<file path="config.mk">
export PLATFORM = sky130hd
export DESIGN_NAME = psa_queue
export DESIGN_NICKNAME = d
export VERILOG_FILES = /design/src/sv/poisson_stencil_apply_assert.svh /design/src/sv/psa_pkg.sv /design/src/sv/psa_queue.sv
export SDC_FILE = /design/constraint.sdc
export NUM_CORES = 1
export LEC_CHECK = 0
export ABC_AREA = 1
export BUFFER_PORTS_ARGS = -buffer_cell sky130_fd_sc_hd__buf_2
export CAP_MARGIN = 20
export CORE_AREA = 5 5 252 254
export DETAILED_ROUTE_END_ITERATION = 12
export DIE_AREA = 0 0 257 259
export PLACE_DENSITY = 0.66
export RECOVER_POWER = 25
export SLEW_MARGIN = 10
export SYNTH_ARGS = -nofsm -noshare
export SYNTH_HDL_FRONTEND = slang
export SYNTH_SLANG_ARGS = --single-unit
</file>
<file path="constraint.sdc">
create_clock -name clock -period 26.1 [get_ports clock]
set_clock_uncertainty 0.1 [all_clocks]
set_input_delay 1.305 -clock clock [delete_from_list [all_inputs] [get_ports clock]]
set_output_delay 1.305 -clock clock [all_outputs]
set_load 0.05 [all_outputs]
</file>
<file path="src/sv/poisson_stencil_apply_assert.svh">
// ----------------------------------------------------------------------------
// Assertion macros for the Poisson stencil block
// Shared forms for concurrent checks clocked on clock and disabled in reset.
// ----------------------------------------------------------------------------
`ifndef POISSON_STENCIL_APPLY_ASSERT_SVH
`define POISSON_STENCIL_APPLY_ASSERT_SVH

// A condition that must hold at every clock edge out of reset.
`define PSA_ASSERT_ALWAYS(label, expr) \
   label: assert property (@(posedge clock) disable iff (reset) (expr)) \
      else $error("poisson_stencil_apply: invariant violated");

// A condition that implies another in the same cycle.
`define PSA_ASSERT_IMPLY(label, ante, cons) \
   label: assert property (@(posedge clock) disable iff (reset) (ante) |-> (cons)) \
      else $error("poisson_stencil_apply: implication violated");

`endif

</file>
<file path="src/sv/psa_pkg.sv">
// ----------------------------------------------------------------------------
// Poisson stencil package
// Shared constants, register indexes, status types and layout helpers.
// ----------------------------------------------------------------------------
package psa_pkg;

   // Sums, products and face quotients are clamped to plus or minus this bound.
   localparam logic [63:0] LIM = 64'h4000_0000_0000_0000;

   localparam int CSR_INDEX_W = 4;

   typedef enum logic [CSR_INDEX_W-1:0] {
      CSR_MASS_FLOOR     = 4'd0,
      CSR_TIME_STEP      = 4'd1,
      CSR_INV_TIME_STEP  = 4'd2,
      CSR_INV_SPACING_SQ = 4'd3
   } csr_index_type;

   // Kind code bits: dirichlet is tested before neumann.
   localparam int KIND_DIRICHLET_BIT = 0;
   localparam int KIND_NEUMANN_BIT   = 1;

   typedef struct packed {
      logic full;
      logic empty;
   } q_status_type;

   typedef struct packed {
      logic signed [63:0] val;
      logic               sat;
   } sum_type;

   // One face: active, sign, numerator magnitude, mass.
   function automatic int face_width(input int dw);
      return 2 + 2 * dw;
   endfunction

   // Boundary flag, center value, inv_lambda_j and four faces.
   function automatic int item_width(input int dw);
      return 1 + 2 * dw + 4 * face_width(dw);
   endfunction

endpackage

</file>
<file path="src/sv/psa_queue.sv">
// ----------------------------------------------------------------------------
// Stencil item queue
// Two-entry FIFO that lets the front end and the arithmetic back end stall
// independently.
// ----------------------------------------------------------------------------
module psa_queue import psa_pkg::*; #(
   parameter int ITEM_WIDTH = 329
) (
   input  logic                  clock,
   input  logic                  reset,
   input  logic                  push,
   input  logic                  pop,
   input  logic [ITEM_WIDTH-1:0] item_in,
   output logic [ITEM_WIDTH-1:0] item_out,
   output q_status_type          status
);

   logic [ITEM_WIDTH-1:0] entry_ff [0:1];
   logic                  wr_ptr_ff;
   logic                  rd_ptr_ff;
   logic [1:0]            count_ff;
   logic [1:0]            count_in;

   always_comb begin
      case ({push, pop})
         2'b10:   count_in = count_ff + 2'd1;
         2'b01:   count_in = count_ff - 2'd1;
         default: count_in = count_ff;
      endcase
   end

   always_ff @(posedge clock) begin
      if (reset) begin
         wr_ptr_ff <= 1'b0;
         rd_ptr_ff <= 1'b0;
         count_ff  <= 2'd0;
      end else begin
         if (push) wr_ptr_ff <= !wr_ptr_ff;
         if (pop) rd_ptr_ff <= !rd_ptr_ff;
         count_ff <= count_in;
      end
   end

   always_ff @(posedge clock) begin
      if (push) entry_ff[wr_ptr_ff] <= item_in;
   end

   assign item_out     = entry_ff[rd_ptr_ff];
   assign status.full  = (count_ff == 2'd2);
   assign status.empty = (count_ff == 2'd0);

endmodule

</file>
==> results.toml <==
[cts]
cts_sinks = 663
hold_buffers = 0
cts_buffer_depth = 3
clkTransAtPathRegs_ps = 60
cts_setup_buffers = 0
cts_made_buffers = 70
post_cts_resized = 0
cts.htree.levels = 3
clk_latency_ps = 590
cts_tree = "built"
clk_root_buffer_cell = "clkbuf_16"

[placed_design]
place_hpwl_mm = 41.4
portBuffers = 663
gp_congestion = 0.834

[worst_hold_path]
hold_end = "rd_ptr_ff$_SDFFE_PP0P_"
min_path_type = "register to register"
hold_path.startpoint = "rd_ptr_ff$_SDFFE_PP0P_"
hold_path_depth = 2

[final_layout]
final_nets = 2099
mostFrequentLayoutCells = "edfxtp_1 (658), buf_2 (578), mux2_4 (303)"
regArea_um2 = 19900
final_common_cell = "edfxtp_1"
area_delta_synth_final_pct = 23.0
fill_cells = 5010
drive_gt1_share_pct = 55.7
multi_input_comb_area_um2 = 4950

[route]
first_pass_iters = 5
vias = 12500
via_per_inst = 4.76
wl_per_cell_um = 22.2
first_iter_violations = 781
remaining_drc_errors = 0
finalWirelength_mm = 58.3
antenna_left = 0

[grt]
grt_antenna_before_repair = 18
gr-usage-all-layers_pct = 16.7
grt_overflow = 0
grt_pass1_wl_mm = 83.9
grt_pass1_vias = 13500
grt_max_degree = 153

[floorplanning]
die_w_um = 257
start_util_pct = 41.8
fp-row-count = 91
core_um2 = 61000
dieArea_um2 = 66600
io_pins = 664
die_h_um = 259

[synthesis]
synth_top_area_share_pct = 77.4
syn_area_um2 = 25500
synth_nets = 1391
yosysWarnings = 0
ys_seq_area_share_pct = 77.8
syn_area_per_cell_um2 = 24.2
synth_cell_types = 17
synthCells = 1057
yosys.area.top_type = "edfxtp_1"
synthTopCellsByArea = "edfxtp_1 (77%), mux2_4 (18%), buf_12 (2.6%)"
synth-seq-cells = 663

[outcome]
status = "finished clean"

[sta]
tns_ps = 0
final_hold_viol_count = 0
tightest_slew_ps = 1110
rsz0062_at_grt = "false"
holdWs_ps = 427
final_max_slew_viol_count = 0
period_minus_slack_ps = 5310
max_freq_ghz = 0.188
setup_viol = 0
fin_crit_sh_pct = 20.3
relSlewSlack_pct = 26.0

[critical_path]
r2r-end = "entry_ff[0][160]$_DFFE_PP_"
cp.arrival_ps = 3900
worst-path-max-fanout = 118
path_class = "register to primary output"
cp-end-kind = "primary output"
rrSetupSlack_ps = 22480
reg2regPathDepth = 3
crit_path_start_kind = "register"
required_ps = 24690
timing.rr.start = "wr_ptr_ff$_SDFFE_PP0P_"

[run]
maxCapViolations = 0

[power]
p_leak_nw = 12.2
p_per_area_nw_per_um2 = 84.3
peakVddDrop_mv = 0.0733
==> registers in the layout, summed over array words and instances, names as in the netlist, named ones only <==
register   cells
count_ff       2
entry_ff     658
rd_ptr_ff      1
wr_ptr_ff      1
==> report_power, final <==
part	switching, mW	internal (mW)	total, mW	leakage (nW)
Clock	0.394	0.558	0.952	1.08
Combinational	0.302	0.138	0.440	4.88
Sequential	0.0178	1.24	1.25	6.22
==> cells by family after synthesis <==
kind of cell / synth area share [%]
adders and majority gates: 0.0490
buffers and inverters: 2.86
muxes: 19.0
AOI/OAI and AO/OA: 0.0392
DFF: 77.8
and+or+nand+nor: 0.265
xor gates and xnor gates: 0.0343
==> critical path: stages, from the launching register on <==
cell and delay, ps:
dfxtp_4 870, buf_4 850, buf_12 660, mux2_4 370
buf_2 220
==> through the flow <==
| stage | cell area (um2) | utilization [%] | total power [mW] | std cells | setup WS (ps) |
|---|---|---|---|---|---|
| floorplan | 25500 | - | 1.65 | 1057 | 9830 |
| global placement | 29300 | 47.9 | 1.72 | 2483 | 21420 |
| detailed placement | 29300 | 47.9 | 1.72 | 2483 | 21320 |
| CTS | 31500 | 51.6 | 2.68 | 2608 | 20770 |
| global route | 31400 | 51.4 | 2.74 | 2618 | 20610 |
| finish | 31400 | 51.4 | 2.65 | 2620 | 20790 |
==> final cells by class <==
cell class / count / area share (%)
Sequential cell: 663 / 63.3
Multi-Input combinational cell: 350 / 15.8
Timing Repair Buffer: 673 / 10.5
Clock buffer: 85 / 5.89
Tap cell: 790 / 3.15
Clock inverter: 40 / 1.18
Inverter: 7 / 0.108
Antenna cell: 12 / 0.0956
==> routing by layer <==
layer  vias to the layer above  share of wire [%]  track usage [%]
met5                         -               0.14                0
met4                        12                3.1             6.56
met3                       113                7.6             6.23
met2                       473                 54             30.0
met1                      6232                 35             17.8
li1                       5653                  -                -
==> worst max-delay path by stage <==
stage	endpoint	slack, ps	cells past startpoint	from
floorplan	entry_ff[0][0]$_DFFE_PP_	9830	2	push
global placement	entry_ff[0][255]$_DFFE_PP_	21420	5	push
detailed placement	entry_ff[0][161]$_DFFE_PP_	21320	5	push
CTS	item_out[158]	20770	4	register
global route	item_out[187]	20610	4	register
finish	item_out[187]	20790	4	register
==> cell usage after synthesis (all sizes together) <==
master    n
edfxtp  658
mux2    329
buf      37
nor2     10
inv       7
dfxtp     5
nand2     5
a21oi     1
ha        1
nand4     1
nor3      1
o21ai     1
xnor2     1
Power figures use the tool's default switching activity.
