File: config.mk
export PLATFORM = sky130hd
export DESIGN_NAME = psa_front_flat
export DESIGN_NICKNAME = d
export VERILOG_FILES = /design/src/sv/poisson_stencil_apply_assert.svh /design/src/sv/psa_pkg.sv /design/src/sv/psa_req_if.sv /design/src/sv/psa_front.sv /design/src/flat_wrapper.sv
export SDC_FILE = /design/constraint.sdc
export NUM_CORES = 1
export LEC_CHECK = 0
export BUFFER_PORTS_ARGS = -buffer_cell sky130_fd_sc_hd__buf_2
export CORE_AREA = 2 2 269 271
export DETAILED_ROUTE_END_ITERATION = 8
export DIE_AREA = 0 0 271 273
export GPL_TIMING_DRIVEN = 0
export PLACE_DENSITY_LB_ADDON = 0.2
export RECOVER_POWER = 50
export SLEW_MARGIN = 30
export SYNTH_ARGS = -nofsm -noshare
export SYNTH_HDL_FRONTEND = slang
export SYNTH_SLANG_ARGS = --single-unit
export TNS_END_PERCENT = 100
File: constraint.sdc
create_clock -name vclk -period 3.91
set_input_delay 0.391 -clock vclk [all_inputs]
set_output_delay 0.391 -clock vclk [all_outputs]
set_load 0.01 [all_outputs]
File: src/sv/poisson_stencil_apply_assert.svh
// ----------------------------------------------------------------------------
// Assertion macros for the Poisson stencil block
// Shared forms for concurrent checks clocked on clock and disabled in reset.
// ----------------------------------------------------------------------------
`ifndef POISSON_STENCIL_APPLY_ASSERT_SVH
`define POISSON_STENCIL_APPLY_ASSERT_SVH

// A condition that must hold at every clock edge out of reset.
`define PSA_ASSERT_ALWAYS(label, expr) \
   label: assert property (@(posedge clock) disable iff (reset) (expr)) \
      else $error("poisson_stencil_apply: invariant violated");

// A condition that implies another in the same cycle.
`define PSA_ASSERT_IMPLY(label, ante, cons) \
   label: assert property (@(posedge clock) disable iff (reset) (ante) |-> (cons)) \
      else $error("poisson_stencil_apply: implication violated");

`endif

File: src/sv/psa_pkg.sv
// ----------------------------------------------------------------------------
// Poisson stencil package
// Shared constants, register indexes, status types and layout helpers.
// ----------------------------------------------------------------------------
package psa_pkg;

   // Sums, products and face quotients are clamped to plus or minus this bound.
   localparam logic [63:0] LIM = 64'h4000_0000_0000_0000;

   localparam int CSR_INDEX_W = 4;

   typedef enum logic [CSR_INDEX_W-1:0] {
      CSR_MASS_FLOOR     = 4'd0,
      CSR_TIME_STEP      = 4'd1,
      CSR_INV_TIME_STEP  = 4'd2,
      CSR_INV_SPACING_SQ = 4'd3
   } csr_index_type;

   // Kind code bits: dirichlet is tested before neumann.
   localparam int KIND_DIRICHLET_BIT = 0;
   localparam int KIND_NEUMANN_BIT   = 1;

   typedef struct packed {
      logic full;
      logic empty;
   } q_status_type;

   typedef struct packed {
      logic signed [63:0] val;
      logic               sat;
   } sum_type;

   // One face: active, sign, numerator magnitude, mass.
   function automatic int face_width(input int dw);
      return 2 + 2 * dw;
   endfunction

   // Boundary flag, center value, inv_lambda_j and four faces.
   function automatic int item_width(input int dw);
      return 1 + 2 * dw + 4 * face_width(dw);
   endfunction

endpackage

File: src/sv/psa_req_if.sv
// ----------------------------------------------------------------------------
// Request channel
// Carries one grid cell with its neighbors, face masses and cell kinds.
// ----------------------------------------------------------------------------
interface psa_req_if #(parameter int DATA_WIDTH = 32);
   logic                         valid;
   logic                         ready;
   logic signed [DATA_WIDTH-1:0] x_center;
   logic signed [DATA_WIDTH-1:0] x_left;
   logic signed [DATA_WIDTH-1:0] x_right;
   logic signed [DATA_WIDTH-1:0] x_down;
   logic signed [DATA_WIDTH-1:0] x_up;
   logic [DATA_WIDTH-1:0]        mass_left;
   logic [DATA_WIDTH-1:0]        mass_right;
   logic [DATA_WIDTH-1:0]        mass_down;
   logic [DATA_WIDTH-1:0]        mass_up;
   logic [DATA_WIDTH-1:0]        inv_lambda_j;
   logic [1:0]                   center_kind;
   logic [7:0]                   neighbour_kinds;

   modport source (
      output valid, x_center, x_left, x_right, x_down, x_up,
             mass_left, mass_right, mass_down, mass_up, inv_lambda_j,
             center_kind, neighbour_kinds,
      input  ready
   );

   modport sink (
      input  valid, x_center, x_left, x_right, x_down, x_up,
             mass_left, mass_right, mass_down, mass_up, inv_lambda_j,
             center_kind, neighbour_kinds,
      output ready
   );
endinterface

File: src/sv/psa_front.sv
// ----------------------------------------------------------------------------
// Stencil front end
// Accepts a cell, classifies each face and forms the division numerators.
// ----------------------------------------------------------------------------
module psa_front import psa_pkg::*; #(
   parameter int DATA_WIDTH = 32
) (
   psa_req_if.sink                           req_chan,
   input  logic [DATA_WIDTH-1:0]             mass_floor,
   input  q_status_type                      q_status,
   output logic                              q_push,
   output logic [item_width(DATA_WIDTH)-1:0] q_item
);

   localparam int W  = DATA_WIDTH;
   localparam int FW = face_width(DATA_WIDTH);

   logic signed [W-1:0] x_nbr [0:3];
   logic [W-1:0]        mass  [0:3];
   logic [FW-1:0]       face  [0:3];

   assign x_nbr[0] = req_chan.x_left;
   assign x_nbr[1] = req_chan.x_right;
   assign x_nbr[2] = req_chan.x_down;
   assign x_nbr[3] = req_chan.x_up;
   assign mass[0]  = req_chan.mass_left;
   assign mass[1]  = req_chan.mass_right;
   assign mass[2]  = req_chan.mass_down;
   assign mass[3]  = req_chan.mass_up;

   for (genvar i = 0; i < 4; i++) begin : g_face
      logic [1:0]        kind;
      logic              is_dir;
      logic              is_neu;
      logic              act;
      logic signed [W:0] num;
      logic [W:0]        num_mag;

      assign kind   = req_chan.neighbour_kinds[2*i +: 2];
      assign is_dir = kind[KIND_DIRICHLET_BIT];
      assign is_neu = kind[KIND_NEUMANN_BIT];
      // A neumann neighbor without the dirichlet bit contributes nothing, as does a face at or below threshold.
      assign act    = (mass[i] > mass_floor) && (is_dir || !is_neu);
      assign num    = is_dir ? (W+1)'(req_chan.x_center)
                             : (W+1)'(req_chan.x_center) - (W+1)'(x_nbr[i]);
      assign num_mag = num[W] ? -num : num;
      assign face[i] = {act, num[W], num_mag[W-1:0], mass[i]};
   end

   assign req_chan.ready = !q_status.full;
   assign q_push         = req_chan.valid && !q_status.full;
   assign q_item = {(req_chan.center_kind != 2'd0), req_chan.x_center,
                    req_chan.inv_lambda_j, face[3], face[2], face[1], face[0]};

endmodule

File: src/flat_wrapper.sv
// flat-port wrapper written by rule: the top's interface ports become plain ports
module psa_front_flat import psa_pkg::*;
#(
   parameter int DATA_WIDTH = 32
)
  (mass_floor, q_status, q_push, q_item, req_chan_valid, req_chan_x_center, req_chan_x_left, req_chan_x_right, req_chan_x_down, req_chan_x_up, req_chan_mass_left, req_chan_mass_right, req_chan_mass_down, req_chan_mass_up, req_chan_inv_lambda_j, req_chan_center_kind, req_chan_neighbour_kinds, req_chan_ready);
  psa_req_if #(.DATA_WIDTH(DATA_WIDTH)) req_chan_i ();
  input  logic [DATA_WIDTH-1:0] mass_floor;
  input  q_status_type q_status;
  output logic q_push;
  output logic [item_width(DATA_WIDTH)-1:0] q_item;
  input wire logic [$bits(req_chan_i.valid)-1:0] req_chan_valid;
  input wire logic [$bits(req_chan_i.x_center)-1:0] req_chan_x_center;
  input wire logic [$bits(req_chan_i.x_left)-1:0] req_chan_x_left;
  input wire logic [$bits(req_chan_i.x_right)-1:0] req_chan_x_right;
  input wire logic [$bits(req_chan_i.x_down)-1:0] req_chan_x_down;
  input wire logic [$bits(req_chan_i.x_up)-1:0] req_chan_x_up;
  input wire logic [$bits(req_chan_i.mass_left)-1:0] req_chan_mass_left;
  input wire logic [$bits(req_chan_i.mass_right)-1:0] req_chan_mass_right;
  input wire logic [$bits(req_chan_i.mass_down)-1:0] req_chan_mass_down;
  input wire logic [$bits(req_chan_i.mass_up)-1:0] req_chan_mass_up;
  input wire logic [$bits(req_chan_i.inv_lambda_j)-1:0] req_chan_inv_lambda_j;
  input wire logic [$bits(req_chan_i.center_kind)-1:0] req_chan_center_kind;
  input wire logic [$bits(req_chan_i.neighbour_kinds)-1:0] req_chan_neighbour_kinds;
  output wire logic [$bits(req_chan_i.ready)-1:0] req_chan_ready;
  assign req_chan_i.valid = req_chan_valid;
  assign req_chan_i.x_center = req_chan_x_center;
  assign req_chan_i.x_left = req_chan_x_left;
  assign req_chan_i.x_right = req_chan_x_right;
  assign req_chan_i.x_down = req_chan_x_down;
  assign req_chan_i.x_up = req_chan_x_up;
  assign req_chan_i.mass_left = req_chan_mass_left;
  assign req_chan_i.mass_right = req_chan_mass_right;
  assign req_chan_i.mass_down = req_chan_mass_down;
  assign req_chan_i.mass_up = req_chan_mass_up;
  assign req_chan_i.inv_lambda_j = req_chan_inv_lambda_j;
  assign req_chan_i.center_kind = req_chan_center_kind;
  assign req_chan_i.neighbour_kinds = req_chan_neighbour_kinds;
  assign req_chan_ready = req_chan_i.ready;
  psa_front #(.DATA_WIDTH(DATA_WIDTH)) u_core (.req_chan(req_chan_i), .mass_floor(mass_floor), .q_status(q_status), .q_push(q_push), .q_item(q_item));
endmodule
==> impl_metrics.json <==
{
  "dieArea_um2": 74000,
  "yosysSeqAreaShare": 0,
  "die-width_um": 271,
  "core-area_um2": 71000,
  "worst_pin_slew_ns": 1.08,
  "synthTopCellsByCount": "260 x ha_1, 221 x nand2_1, 205 x inv_1",
  "power.leakage_nw": 12.6,
  "antenna_found_initial": 23,
  "grt_pass1_vias": 21500,
  "rsz0062_at_grt": "yes",
  "dr.pass1.iters": 6,
  "ys_warn_count": 0,
  "path_class": "in2out",
  "max-slew-margin-rel": 0.280,
  "synth_nets": 3196,
  "hp-class": "in2out",
  "cp.required_ns": 3.52,
  "initial_core_util": 0.244,
  "grt_pass1_wl_mm": 138,
  "critPathBufInv": 7,
  "route.vias.total": 22400,
  "ios": 696,
  "finalInstanceArea_um2": 27300,
  "drtAntennaViolNets": 0,
  "drc": 0,
  "period_minus_slack_ns": 4.40,
  "post-route-period-util": 1.13,
  "hold_viol_final": 0,
  "synthMostInstantiatedCell": "ha_1",
  "cpMaxStageDelayCell": "or4_4",
  "max_freq_mhz": 227,
  "endpoint_kind": "primary output",
  "seq_cells": 0,
  "synth_cells": 2567,
  "layout-drive-gt1-share": 0.433,
  "placed_cells": 4178,
  "final-max-slew-violation-count": 0,
  "die_h_um": 273,
  "rows": 98,
  "p_per_area_nw_per_um2": 197,
  "failed_checks": "negative setup slack",
  "multi_input_area_um2": 18200,
  "final_cells": 4336,
  "netlist_area_um2": 17300,
  "globalRoute.totalOverflow": 0,
  "drtIter0Drc": 1284,
  "drv_cap": 0,
  "place_congestion": 0.950,
  "syn_area_per_cell_um2": 6.74,
  "fill_cells": 7571,
  "critPathMaxStageDelay_ns": 0.46,
  "via_per_inst": 5.16,
  "grt_max_degree": 13,
  "hpwl_mm": 80.0,
  "pre_cts_ws_ns": -1.69,
  "yosysTopAreaCell": "ha_1",
  "power_mw": 5.37,
  "seqCellArea_um2": 0,
  "setup_viol": 119,
  "nClkBuffers": 0,
  "synth_cell_types": 90,
  "area.growth.synth_to_final_pct": 57.8,
  "synth_area_leaders": "ha_1 19%, buf_4 8.6%, xnor2_1 5.8%",
  "wire_per_inst_um": 22.9,
  "portBuffers": 661,
  "worst_slack_ns": -0.491,
  "fin_util": 0.384,
  "arrival_ns": 4.01,
  "placed_area_um2": 21900,
  "path_cells": "buf_8, clkinvlp_4, buf_6, ha_4, fa_2, nor2b_4, o211ai_1, buf_4, a21boi_4, buf_4, o31a_1, o31ai_4, nor3_2, nand4b_1, or4_4, buf_6, nor4_4, mux2i_2, buf_2",
  "fin_nets": 4008,
  "peakVddDrop_v": 0.000103,
  "wirelength_mm": 99.4,
  "status": "finished, violations left",
  "cp-start-kind": "input pin",
  "critPathTopFamily": "simple AND/OR/NAND/NOR gates",
  "netlist.area_leader.share": 0.188,
  "grt_use_total": 0.246,
  "critical_path_peak_fanout": 6
}
==> stage by stage <==
step                      hold WS (ns)  setup TNS (ns)
after CTS                        0.966          -26.61
after global routing             0.996          -47.53
after detailed placement         0.966         -137.73
final                            0.989          -32.66
after floorplan                  0.826               0
after global placement           0.966         -144.61
==> placed cells by master, fill, tap and decap left out, types with 68 or more instances in the layout <==
master    count
a21oi_1     142
a21o_1       73
ha_1        228
o21ai_0     108
buf_4       326
clkbuf_1    126
inv_1       198
nand2_1     191
buf_2       508
nand4_1      75
nor2_1      121
xnor2_1      68
buf_6        78
==> layer usage <==
metal  part of all wire  up-vias  track usage
met1               0.39    10600        0.287
met2               0.51      797        0.466
met3              0.052      156       0.0225
met4              0.043        8       0.0853
li1                   -    10800            -
met5            0.00054        -            0
==> worst paths after layout <==
check	from	to	slack (ns)	cells after the start
max	req_chan_x_center[0]	q_item[261]	-0.49	19
min	req_chan_inv_lambda_j[24]	q_item[288]	0.99	2
==> layout make-up <==
cell class / instances / share of cell area
inverters: 209 / 0.0297
repair buffers: 834 / 0.189
multi-input cells: 2074 / 0.665
diodes: 9 / 0.000825
well taps: 950 / 0.0435
plain buffers: 260 / 0.0713
==> power breakdown <==
group | total [mW] | switching [mW] | internal, mW
clock | 0.000000314 | 0 | 0.000000314
combinational | 5.37 | 3.04 | 2.33
sequential | 0 | 0 | 0
==> cells by family (layout without fill, tap and decap cells) <==
| logic type | Yosys count | count (layout) | synth area share |
|---|---|---|---|
| AND/OR/NAND/NOR | 799 | 799 | 0.238 |
| AO/OA/AOI/OAI | 775 | 775 | 0.290 |
| buffers and inverters | 493 | 1303 | 0.155 |
| adder cells (fa/ha/maj) | 264 | 264 | 0.193 |
| XOR/XNOR | 179 | 179 | 0.0907 |
| multiplexers | 57 | 57 | 0.0341 |
| other | 0 | 9 | 0 |
==> what timing repair did <==
item                       4_1_cts  5_1_grt
hold buffers                     0        0
cloned                           3        2
pin swaps                      144      170
buffers inserted               105       69
resized for setup              542      353
setup endpoints to repair      129      126
No activity file was read; power rests on OpenSTA's default activity.
